[src/rvt_pkg.sv]
// ----------------------------------------------------------------------------
// rvt_pkg: shared types and constants for the rigid vertex transform
// Fixed-point formats, register indexes and the beat and stage payload types.
// ----------------------------------------------------------------------------
package rvt_pkg;

   // Fixed-point formats
   localparam int COORD_WIDTH = 32;   // Q16.16 coordinates
   localparam int QUAT_WIDTH  = 18;   // Q2.16 quaternion components
   localparam int FRAC_BITS   = 16;

   // Rounded quaternion pair product (Q.16)
   localparam int PAIR_WIDTH = 2 * QUAT_WIDTH + 1 - FRAC_BITS;
   // Rotation matrix entry: holds ONE - 2*(a+b) and 2*(a+/-b) without wrap
   localparam int MAT_WIDTH  = (2 * QUAT_WIDTH - 14 > FRAC_BITS + 3) ?
                               (2 * QUAT_WIDTH - 14) : (FRAC_BITS + 3);
   localparam int PROD_WIDTH = MAT_WIDTH + COORD_WIDTH;
   localparam int SUM_WIDTH  = PROD_WIDTH + 2;
   localparam int RND_WIDTH  = SUM_WIDTH - FRAC_BITS;

   // Configuration port
   localparam int CSR_INDEX_WIDTH = 3;
   localparam int CSR_DATA_WIDTH  = COORD_WIDTH;

   localparam logic [CSR_INDEX_WIDTH-1:0] REG_SHIFT_X = CSR_INDEX_WIDTH'(0);
   localparam logic [CSR_INDEX_WIDTH-1:0] REG_SHIFT_Y = CSR_INDEX_WIDTH'(1);
   localparam logic [CSR_INDEX_WIDTH-1:0] REG_SHIFT_Z = CSR_INDEX_WIDTH'(2);
   localparam logic [CSR_INDEX_WIDTH-1:0] REG_QUAT_W  = CSR_INDEX_WIDTH'(3);
   localparam logic [CSR_INDEX_WIDTH-1:0] REG_QUAT_X  = CSR_INDEX_WIDTH'(4);
   localparam logic [CSR_INDEX_WIDTH-1:0] REG_QUAT_Y  = CSR_INDEX_WIDTH'(5);
   localparam logic [CSR_INDEX_WIDTH-1:0] REG_QUAT_Z  = CSR_INDEX_WIDTH'(6);

   typedef logic signed [COORD_WIDTH-1:0] coord_type;
   typedef logic signed [QUAT_WIDTH-1:0]  quat_type;
   typedef logic signed [MAT_WIDTH-1:0]   mat_entry_type;
   typedef logic signed [SUM_WIDTH-1:0]   sum_type;

   // Request beat
   typedef struct packed {
      coord_type in_x;
      coord_type in_y;
      coord_type in_z;
   } vertex_in_type;

   // Response beat
   typedef struct packed {
      coord_type out_x;
      coord_type out_y;
      coord_type out_z;
      logic      clipped;
   } vertex_out_type;

   // Rotation matrix (row major) and translation, from the register block
   typedef struct packed {
      mat_entry_type [8:0] rot;
      coord_type     [2:0] shift;
   } xform_type;

   // Two partial sums per output row
   typedef struct packed {
      sum_type [5:0] part;
   } partial_type;

endpackage

[src/rvt_finish.sv]
// ----------------------------------------------------------------------------
// rvt_finish: final sum, rounding and saturation
// Stage 3 adds the partial sums and rounds to Q.16, stage 4 clamps to the
// coordinate range and holds the response beat.
// ----------------------------------------------------------------------------
module rvt_finish (
   input  logic                    clock,
   input  logic                    reset,
   input  logic                    up_valid,
   output logic                    up_stall,
   input  rvt_pkg::partial_type    up_data,
   output logic                    dn_valid,
   input  logic                    dn_stall,
   output rvt_pkg::vertex_out_type dn_data
);

   localparam int CW   = rvt_pkg::COORD_WIDTH;
   localparam int SW   = rvt_pkg::SUM_WIDTH;
   localparam int RW   = rvt_pkg::RND_WIDTH;
   localparam int FRAC = rvt_pkg::FRAC_BITS;
   localparam logic [CW-1:0] COORD_MAX = {1'b0, {(CW - 1){1'b1}}};
   localparam logic [CW-1:0] COORD_MIN = {1'b1, {(CW - 1){1'b0}}};

   logic s3_valid_ff, s4_valid_ff;
   logic s3_stall, s4_stall;

   rvt_pkg::sum_type     tot    [3];
   logic signed [RW-1:0] acc_in [3];
   logic signed [RW-1:0] acc_ff [3];
   rvt_pkg::coord_type   sat    [3];
   logic [2:0]           over;
   rvt_pkg::vertex_out_type out_in, out_ff;

   assign s4_stall = s4_valid_ff && dn_stall;
   assign s3_stall = s3_valid_ff && s4_stall;
   assign up_stall = s3_stall;

   // Stage 3: full sum plus half, floor to Q.16
   always_comb begin
      for (int i = 0; i < 3; i++) begin
         tot[i]    = up_data.part[2 * i] + up_data.part[2 * i + 1] +
                     SW'(1 << (FRAC - 1));
         acc_in[i] = tot[i][SW-1:FRAC];
      end
   end

   // Stage 4: clamp when the upper bits are not a plain sign extension
   always_comb begin
      for (int i = 0; i < 3; i++) begin
         over[i] = !((&acc_ff[i][RW-1:CW-1]) || !(|acc_ff[i][RW-1:CW-1]));
         if (!over[i]) begin
            sat[i] = acc_ff[i][CW-1:0];
         end else if (acc_ff[i][RW-1]) begin
            sat[i] = COORD_MIN;
         end else begin
            sat[i] = COORD_MAX;
         end
      end
      out_in.out_x   = sat[0];
      out_in.out_y   = sat[1];
      out_in.out_z   = sat[2];
      out_in.clipped = |over;
   end

   always_ff @(posedge clock) begin
      if (reset) begin
         s3_valid_ff <= 1'b0;
         s4_valid_ff <= 1'b0;
      end else begin
         if (!s3_stall) s3_valid_ff <= up_valid;
         if (!s4_stall) s4_valid_ff <= s3_valid_ff;
      end
   end

   always_ff @(posedge clock) begin
      if (!s3_stall) acc_ff <= acc_in;
      if (!s4_stall) out_ff <= out_in;
   end

   assign dn_valid = s4_valid_ff;
   assign dn_data  = out_ff;

   // A clipped beat carries at least one rail value
   a_clip_has_rail : assert property (@(posedge clock) disable iff (reset)
      (s4_valid_ff && out_ff.clipped) |->
      (out_ff.out_x == COORD_MAX || out_ff.out_x == COORD_MIN ||
       out_ff.out_y == COORD_MAX || out_ff.out_y == COORD_MIN ||
       out_ff.out_z == COORD_MAX || out_ff.out_z == COORD_MIN))
      else $error("rvt_finish: clipped set without a saturated coordinate");

   a_stall_only_when_full : assert property (@(posedge clock) disable iff (reset)
      up_stall |-> (s3_valid_ff && s4_valid_ff && dn_stall))
      else $error("rvt_finish: upstream stalled with a bubble in the pipe");

endmodule

[config.mk]
export PLATFORM = sky130hd
export DESIGN_NAME = rvt_finish
export DESIGN_NICKNAME = d
export VERILOG_FILES = /design/src/rvt_pkg.sv /design/src/rvt_finish.sv
export SDC_FILE = /design/constraint.sdc
export NUM_CORES = 1
export LEC_CHECK = 0
export BUFFER_PORTS_ARGS = -buffer_cell sky130_fd_sc_hd__buf_2
export CAP_MARGIN = 20
export CORE_ASPECT_RATIO = 0.5
export CORE_MARGIN = 10
export CORE_UTILIZATION = 50
export CTS_CLUSTER_DIAMETER = 60
export DETAILED_ROUTE_END_ITERATION = 10
export PLACE_DENSITY = 0.79
export SLEW_MARGIN = 10
export SYNTH_ARGS = -nofsm -noshare
export SYNTH_HDL_FRONTEND = slang
export SYNTH_SLANG_ARGS = --single-unit
[constraint.sdc]
create_clock -name clock -period 4.3 [get_ports clock]
set_input_delay 0.215 -clock clock [delete_from_list [all_inputs] [get_ports clock]]
set_output_delay 0.215 -clock clock [all_outputs]
set_load 0.01 [all_outputs]
==> results of run 1 <==
layer usage:
layer,up-vias,global-route usage (%)
met3,109,2.43
met1,6784,26.3
met5,-,0
li1,7107,-
met4,0,8.68
met2,366,40.0
synth_stat cells, types with 17 or more instances:
library cell and n:
a21o_1 198, nand4_1 43, xor2_1 42, nor2_1 72, nand3_1 28, nand2_1 84
edfxtp_1 217, a21oi_1 143, o21ai_0 56, xnor2_1 77, clkbuf_1 47, nor3_1 19
inv_1 52, ha_1 321, o21bai_1 17
final cells by class:
cell class / count / area (sq um)
clock buffer: 25 / 583
inverter: 52 / 195
multi-input combinational: 1299 / 10400
timing repair buffer: 450 / 2290
antenna: 4 / 10.0
clock inverter: 16 / 200
fill: 2765 / 12800
tap: 441 / 552
sequential: 219 / 6560
metrics by stage:
step           instance area [sq um]  hold WS [ns]  total power [mW]  setup WS (ns)  util [%]
3_3_place_gp                   19900         0.390              6.37          0.725      59.5
6_report                       20800        0.0224              8.51           1.16      61.9
2_1_floorplan                  17300         0.284              5.30           1.31         -
5_1_grt                        20800        0.0472              9.02          0.877      61.9
3_5_place_dp                   19900         0.395              6.43          0.687      59.5
4_1_cts                        20700       0.00661              8.56           1.22      61.8
layout by cell type (no fill, tap or decap), drive strengths merged, types with 8 or more instances in the layout:
master,n
o211ai,14
o21bai,17
nor3,19
nand2,84
a221oi,10
edfxtp,217
and3,11
o31ai,8
nand3,28
o21a,14
a21oi,144
ha,321
nand2b,9
xor2,42
xnor2,77
clkbuf,25
nand4,43
inv,53
buf,448
o21ai,69
nor2,72
a21o,198
a31oi,14
a211oi,8
nor2b,14
worst max-delay path by stage:
| stage | from | end | slack (ns) | cells after the start |
|---|---|---|---|---|
| global placement | up_data[240] | acc_ff[27] | 0.72 | 13 |
| detailed placement | up_data[240] | acc_ff[27] | 0.69 | 13 |
| global route | up_data[240] | acc_ff[27] | 0.88 | 13 |
| floorplan | up_data[120] | acc_ff[78] | 1.31 | 12 |
| finish | up_data[120] | acc_ff[78] | 1.16 | 13 |
| CTS | up_data[120] | acc_ff[78] | 1.22 | 13 |
worst register-to-register path, delay by kind of cell, from the launching register on:
family                 cells  cell delay (ns)
buffers and inverters      2             0.61
and+or+nand+nor            3             0.50
DFF                        1             0.39
AOI/OAI and AO/OA          2             0.29
state kept, by name, summed over array words and instances (netlist names):
register / cells
acc_ff: 120
dn_data: 97
dn_valid: 1
s3_valid_ff: 1
where the power goes:
group	switching (mW)	total [mW]	internal, mW
clock network	0.871	2.10	1.23
registers	0.224	3.42	3.19
logic	1.72	2.99	1.28
logic make-up (layout without fill, tap and decap cells):
logic type | Yosys count | in the layout | share of synthesized area, %
flip-flops | 219 | 219 | 38.0
adder cells (fa/ha/maj) | 321 | 321 | 23.3
AO/OA/AOI/OAI | 546 | 546 | 21.5
AND/OR/NAND/NOR | 313 | 313 | 8.95
XOR/XNOR | 119 | 119 | 6.04
other | 0 | 4 | 0
buffers and inverters | 103 | 543 | 2.26
==> reports/results.tsv, run 1 <==
metric	value	unit
status	finished clean	
Vias per Instance	5.73	
via count	14400	
Distinct cells, synth	74	
final global-route overflow total	0	
WL met1	19600	microns
pwr/cell area	410	nW/um^2
Final min period	3.14	ns
CTS tree	yes	
CTS Buf Count	23	
Fmax	319	MHz
largest net degree at the start of global routing	70	
first-pass GRT wire length	76200	microns
Detailed Route Iter0 Violations	800	
Syn Nets	2282	
ranking of synthesized cells by area	edfxtp_1 (38%), ha_1 (23%), a21o_1 (8.6%)	
Register-to-Register Path Depth	7	
Worst Setup Start Kind	input pin	
metal3 WL	2040	microns
vias in the first global route	14600	
IO Count	439	
Hold Crit Depth	3	
min-delay worst type	in -> reg	
Root Buffer	clkbuf_16	
max incr delay on CP	0.49	ns
Reg clk slew, reported paths	0.06	ns
GRT Total Usage	21.9	%
kind of critical path	in -> reg	
Worst slew margin	32.3	%
Avg Cell Area, Syn	10.6	sq um
Hold EP	dn_valid	
post-CTS repair timing setup buffer count	0	
R2R Path Start	acc_ff[34]	
final hold vios	0	
Synth warnings	0	
fin. max-slew vios	0	
chip width	283	microns
final instance count without filler cells	2506	
Leakage	10.4	nW
Req. time, crit path	4.56	ns
I/O Buffers	438	
Die Ht	151	microns
unrepaired setup endpoints after global routing	false	
Async S/R FF share, synth	0	%
Crit path buffers/inverters	1	
Final ANT Viol Nets	0	
initial antenna violation count	4	
r2r setup slk	2.25	ns
FF-to-FF End	dn_data[18]	
Hold Path Origin	dn_stall	
Sink Count	219	
critical path capture point type	register	
clk_skew	0.0136	ns
Synth area leader	edfxtp_1	
CP top delay family	compound AO/OA/AOI/OAI gates	
DP Cell Count	2458	
Initial Util	51.5	%
drt drc	0	
TritonRoute pass-1 iters	5	
dpl hpwl	39800	microns
Tcrit/Tclk final	72.9	%
final setup vio count	0	
nets	2706	
Setup TNS	0	ns
register area share after synthesis	38.0	%
Core Rows	47	
CP Data Arrival Time	3.40	ns
final WL	48800	microns
Hold Buf Count CTS	2	
die area	42800	sq um
H-tree depth	1	
Area Growth Syn to Fin	20.3	%
CP Max Fanout	4	
RD Place Congestion	0.939	
top layer in use	met4	
share of cells above drive strength 1	25.0	%
worst path cell trace	buf_2 > ha_1 > ha_1 > a211oi_1 > o221ai_1 > a211oi_1 > o21ai_2 > a21oi_2 > o31ai_2 > a311oi_2 > nor4_1 > o311ai_1 > a31oi_1	
Seq cells post-synth	219	
WL/cell	19.5	microns
post-synthesis cell area	17300	sq um
Synth Instances	1621	
CP max stage cell	a311oi_2	
maxcap violations	0	
Peak VDD IR	266	uV
Yosys top cell area share	37.8	%
Least-Margin Pin Slew	1.02	ns
Clk Latency, worst-skew pair	0.52	ns
post-CTS resize count	0	
Post-synth EDFFs	217	
Core Area	33500	sq um
deepest clock path buffer count	3	
top_reg_cell synth	edfxtp_1	
WL met2	25300	microns
(Power assumes the default switching activity.)
==> run 2: changes to the inputs <==
--- a/config.mk
+++ b/config.mk
@@ -9,10 +9,10 @@
 export CAP_MARGIN = 20
 export CORE_ASPECT_RATIO = 0.5
 export CORE_MARGIN = 10
-export CORE_UTILIZATION = 50
+export CORE_UTILIZATION = 55
 export CTS_CLUSTER_DIAMETER = 60
 export DETAILED_ROUTE_END_ITERATION = 10
-export PLACE_DENSITY = 0.79
+export PLACE_DENSITY = 0.82
 export SLEW_MARGIN = 10
 export SYNTH_ARGS = -nofsm -noshare
 export SYNTH_HDL_FRONTEND = slang
==> constraint.sdc (replaced) <==
create_clock -name clock -period 2.9 [get_ports clock]
set_input_delay 0.145 -clock clock [delete_from_list [all_inputs] [get_ports clock]]
set_output_delay 0.145 -clock clock [all_outputs]
set_load 0.01 [all_outputs]
==> run 2 against run 1 <==
Against the previous run: setup slack lost 1.1 ns; hold slack gained 0.0017 ns; design area grew 6.6%; clock-buffer cell count grew 2; core utilization grew 10 points; final cell count grew 6.4%; global-route usage grew 1.8 points; clock power grew 36%; wire length grew 1.9%; via count grew 4.2%; largest cell class unchanged.
==> reports/results.tsv, run 2 (synthesis results as in run 1) <==
metric	value	unit
status	finished clean	
Tcrit/Tclk final	96.2	%
WL met2	26200	microns
maxcap violations	0	
clk_skew	0.0220	ns
Crit path buffers/inverters	2	
Largest register FFs	120	
nets	2889	
commonest non-fill, non-tap cell in the layout	buf_2	
first-pass GRT wire length	77700	microns
Biggest register	acc_ff	
Hold Path Origin	up_data[223]	
dpl ws	-0.437	ns
drt drc	0	
CTS tree	yes	
Initial Util	56.4	%
GRT Total Usage	23.7	%
Peak VDD IR	339	uV
Worst slew margin	51.3	%
Clk Latency, worst-skew pair	0.52	ns
Vias per Instance	5.62	
Req. time, crit path	3.27	ns
chip width	271	microns
WL met1	19400	microns
Root Buffer	clkbuf_16	
final WL	49700	microns
Detailed Route Iter0 Violations	842	
post-CTS repair timing setup buffer count	0	
area of the multi-input gates	10400	sq um
FF+latch area	6560	sq um
vias in the first global route	15400	
Die Ht	145	microns
Fmax	358	MHz
largest net degree at the start of global routing	48	
H-tree depth	1	
Worst Setup Start Kind	input pin	
final global-route overflow total	0	
R2R Path Start	dn_valid	
TritonRoute pass-1 iters	5	
Post-Layout Inst Area	22100	sq um
CP max stage cell	nor4_1	
Area Growth Syn to Fin	28.1	%
placed cell area	21300	sq um
min-delay worst type	in -> reg	
Core Rows	45	
Least-Margin Pin Slew	0.730	ns
max incr delay on CP	0.38	ns
Reg clk slew, reported paths	0.06	ns
CTS Buf Count	22	
dpl hpwl	41100	microns
filler instances	2293	
pwr/cell area	580	nW/um^2
Final ANT Viol Nets	0	
I/O Buffers	438	
fin. max-slew vios	0	
die area	39300	sq um
IO Count	439	
metal3 WL	1870	microns
Final min period	2.79	ns
CP top delay family	compound AO/OA/AOI/OAI gates	
deepest clock path buffer count	3	
RD Place Congestion	0.953	
CP Data Arrival Time	3.16	ns
initial antenna violation count	1	
Leakage	11.3	nW
top layer in use	met4	
via count	15000	
Setup crit start	up_data[120]	
kind of critical path	in -> reg	
most frequent cells in the layout	buf_2 (438), ha_1 (321), edfxtp_1 (217)	
worst path cell trace	buf_2 > ha_1 > ha_1 > nand4_1 > a211oi_2 > a211oi_2 > o21ai_2 > a21oi_2 > o31ai_4 > a311oi_2 > nor4_1 > buf_4 > o311ai_1 > a31oi_1	
Core Area	30600	sq um
critical path capture point type	register	
final setup vio count	0	
Sink Count	219	
share of cells above drive strength 1	31.1	%
CP Max Fanout	3	
hold slack	0.0240	ns
WL/cell	18.7	microns
final hold vios	0	
Final Worst Setup Slack	0.109	ns
[run 2: where the power goes]
part	internal, mW	switching, mW	total (mW)	leakage, nW
logic	2.24	2.64	4.88	8.67
clock network	1.60	1.26	2.86	0.335
registers	4.74	0.346	5.08	2.26
[run 2: worst reg2reg max path, stage by stage, from the launching register on]
cell	delay, ns
dfxtp_1	0.45
nand3_4	0.54
a21oi_1	0.32
dlygate4sd3_1	0.56
[run 2: metrics by stage]
| stage | utilization (%) | setup TNS, ns | std cells | total power [mW] |
|---|---|---|---|---|
| after detailed placement | 69.7 | -12.11 | 2624 | 9.98 |
| after floorplan | - | -11.16 | 1621 | 7.86 |
| after global placement | 69.7 | -10.29 | 2624 | 9.86 |
| after CTS | 72.1 | 0 | 2665 | 12.9 |
| final | 72.2 | 0 | 2666 | 12.8 |
| after global routing | 72.2 | -0.126 | 2666 | 13.5 |
[run 2: worst paths after layout]
path / slack [ns] / end / cells past startpoint
hold reg to reg: 0.52 / dn_data[36] / 1
hold / removal: 0.02 / acc_ff[79] / 3
setup / recovery: 0.11 / acc_ff[78] / 14
setup reg to reg: 0.98 / s3_valid_ff / 3
[run 2: area by class of cell]
cell class                 instances  area share, %
timing repair buffer             634           16.8
clock inverter                    11          0.628
tap                              423           2.39
multi-input combinational       1299           47.1
inverter                          52          0.883
antenna                            1         0.0113
clock buffer                      27           2.57
sequential                       219           29.6
[run 2: timing repair]
| item | in CTS | in global routing |
|---|---|---|
| gates resized for setup | 0 | 9 |
| hold buffers | 3 | 0 |
| endpoints found under the hold margin | 2 | 0 |
| endpoints found under the setup margin | 0 | 13 |
[run 2: layer usage]
layer	vias to the layer above	GRT usage, %
met4	0	9.92
met2	408	44.4
met3	100	2.47
li1	7446	-
met1	7019	27.0
met5	-	0
==> run 3: changes to the inputs <==
--- a/config.mk
+++ b/config.mk
@@ -5,14 +5,15 @@
 export SDC_FILE = /design/constraint.sdc
 export NUM_CORES = 1
 export LEC_CHECK = 0
-export BUFFER_PORTS_ARGS = -buffer_cell sky130_fd_sc_hd__buf_2
 export CAP_MARGIN = 20
 export CORE_ASPECT_RATIO = 0.5
 export CORE_MARGIN = 10
-export CORE_UTILIZATION = 55
+export CORE_UTILIZATION = 67
+export CTS_BUF_LIST = sky130_fd_sc_hd__clkbuf_2 sky130_fd_sc_hd__clkbuf_4 sky130_fd_sc_hd__clkbuf_8
 export CTS_CLUSTER_DIAMETER = 60
 export DETAILED_ROUTE_END_ITERATION = 10
-export PLACE_DENSITY = 0.82
+export DONT_BUFFER_PORTS = 1
+export PLACE_DENSITY = 0.83
 export SLEW_MARGIN = 10
 export SYNTH_ARGS = -nofsm -noshare
 export SYNTH_HDL_FRONTEND = slang
==> run 3 against run 2 <==
Against the previous run: clock-buffer cell count is 18 higher; die area is 16% lower; sequential power is 9.3% higher; total power is 7.9% lower; sequential cell count stayed put; critical path type unchanged; via count is 7.1% lower.
==> reports/results.tsv, run 3 (synthesis results as in run 1) <==
metric	value	unit
fin. max-slew vios	0	
Worst Setup Start Kind	input pin	
final instance count without filler cells	2122	
TritonRoute pass-1 iters	5	
Sink Count	219	
most frequent cells in the layout	ha_1 (321), edfxtp_1 (217), a21o_1 (198)	
Req. time, crit path	3.24	ns
Tcrit/Tclk final	92.2	%
drt drc	0	
nets	2413	
Largest register FFs	120	
worst path cell trace	ha_1 > ha_1 > nand2_1 > o21ai_0 > a31oi_1 > a21o_1 > a2111oi_1 > buf_4 > o211a_1 > nor2_1 > o211ai_1 > a21oi_1 > xnor2_1	
pwr/cell area	611	nW/um^2
hold slack	0.0337	ns
Root Buffer	clkbuf_8	
Crit path buffers/inverters	1	
vias in the first global route	14400	
Tot Pwr	11.8	mW
Clk Latency, worst-skew pair	0.60	ns
Biggest register	acc_ff	
CP Data Arrival Time	3.01	ns
placed cell area	18600	sq um
status	finished clean	
final setup vio count	0	
maxcap violations	0	
Core Area	25300	sq um
Die Ht	133	microns
Final ANT Viol Nets	0	
commonest non-fill, non-tap cell in the layout	ha_1	
Reg clk slew, reported paths	0.07	ns
H-tree depth	1	
largest net degree at the start of global routing	75	
Fmax	374	MHz
IO Count	439	
I/O Buffers	0	
DP Cell Count	2056	
share of cells above drive strength 1	12.7	%
final hold vios	0	
critical path capture point type	register	
Post-Layout Inst Area	19300	sq um
RD Place Congestion	0.959	
GRT Total Usage	28.9	%
die area	33000	sq um
Core Rows	41	
clk_skew	0.0266	ns
Worst slew margin	32.7	%
Area Growth Syn to Fin	11.9	%
CP Max Fanout	4	
Detailed Route Iter0 Violations	1062	
Leakage	9.29	nW
min-delay worst type	in -> reg	
Peak VDD IR	324	uV
Initial Util	68.2	%
chip width	247	microns
initial antenna violation count	1	
Vias per Instance	6.56	
WL/cell	23.4	microns
most used cell, CP	ha_1	
Least-Margin Pin Slew	1.01	ns
via count	13900	
utilization after layout	76.4	%
CTS tree	yes	
final WL	49700	microns
CP max stage cell	a2111oi_1	
dpl hpwl	40200	microns
final global-route overflow total	0	
Final min period	2.67	ns
CP top delay family	compound AO/OA/AOI/OAI gates	
max incr delay on CP	0.54	ns
unrepaired setup endpoints after global routing	false	
first-pass GRT wire length	76800	microns
CTS Buf Count	31	
kind of critical path	in -> reg	
deepest clock path buffer count	3	
-- run 3: cell count changes in the layout (fill, tap and decap cells not counted), sizes merged --
| cell | change |
|---|---|
| dlygate4sd3 | +4 |
| inv | -2 |
| clkbuf | +18 |
| bufinv | -1 |
| clkinv | +5 |
| buf | -489 |
-- run 3: per-layer routing --
layer / GRT usage (%) / routed length, microns / vias up
met5: 0 / 0 / -
met4: 11.8 / 2060 / 0
met3: 4.75 / 3390 / 130
met2: 52.7 / 25300 / 650
met1: 33.1 / 19000 / 6629
li1: - / - / 6507
-- run 3: tightest hold or removal path, delay by kind of cell --
family | cells | cell delay [ns]
xor gates and xnor gates | 3 | 0.36
-- run 3: power breakdown --
group | total [mW] | switching [mW] | internal (mW) | leakage [nW]
Sequential | 5.55 | 0.774 | 4.77 | 2.26
Combinational | 3.77 | 2.08 | 1.70 | 6.71
Clock | 2.49 | 1.22 | 1.27 | 0.324
Total | 11.8 | 4.07 | 7.74 | 9.29
-- run 3: final cells by class --
cell class | count | area [sq um]
multi-input combinational | 1299 | 10400
sequential | 219 | 6560
fill | 1696 | 5970
timing repair buffer | 149 | 1140
clock buffer | 45 | 532
tap | 344 | 430
inverter | 52 | 195
clock inverter | 13 | 86.3
antenna | 1 | 2.50
-- run 3: final timing paths --
kind	start	to	slack (ns)	cells past startpoint
min	up_data[335]	acc_ff[39]	0.03	3
min reg2reg	acc_ff[40]	dn_data[33]	0.52	1
max reg2reg	acc_ff[75]	dn_data[53]	1.08	4
max	up_data[231]	acc_ff[38]	0.23	13
-- run 3: timing repair --
| item | in CTS | in global routing |
|---|---|---|
| hold buffers | 7 | 0 |
| gates resized for setup | 0 | 2 |
| endpoints found under the hold margin | 6 | 0 |
| setup endpoints to repair | 0 | 3 |
| setup buffers | 0 | 0 |
-- run 3: metrics by stage --
step                setup slack (ns)  TNS (ns)
CTS                            0.248         0
detailed placement            -0.379     -7.78
global route                  0.0644         0
global placement              -0.237     -4.53
floorplan                    -0.0566    -11.16
finish                         0.226         0
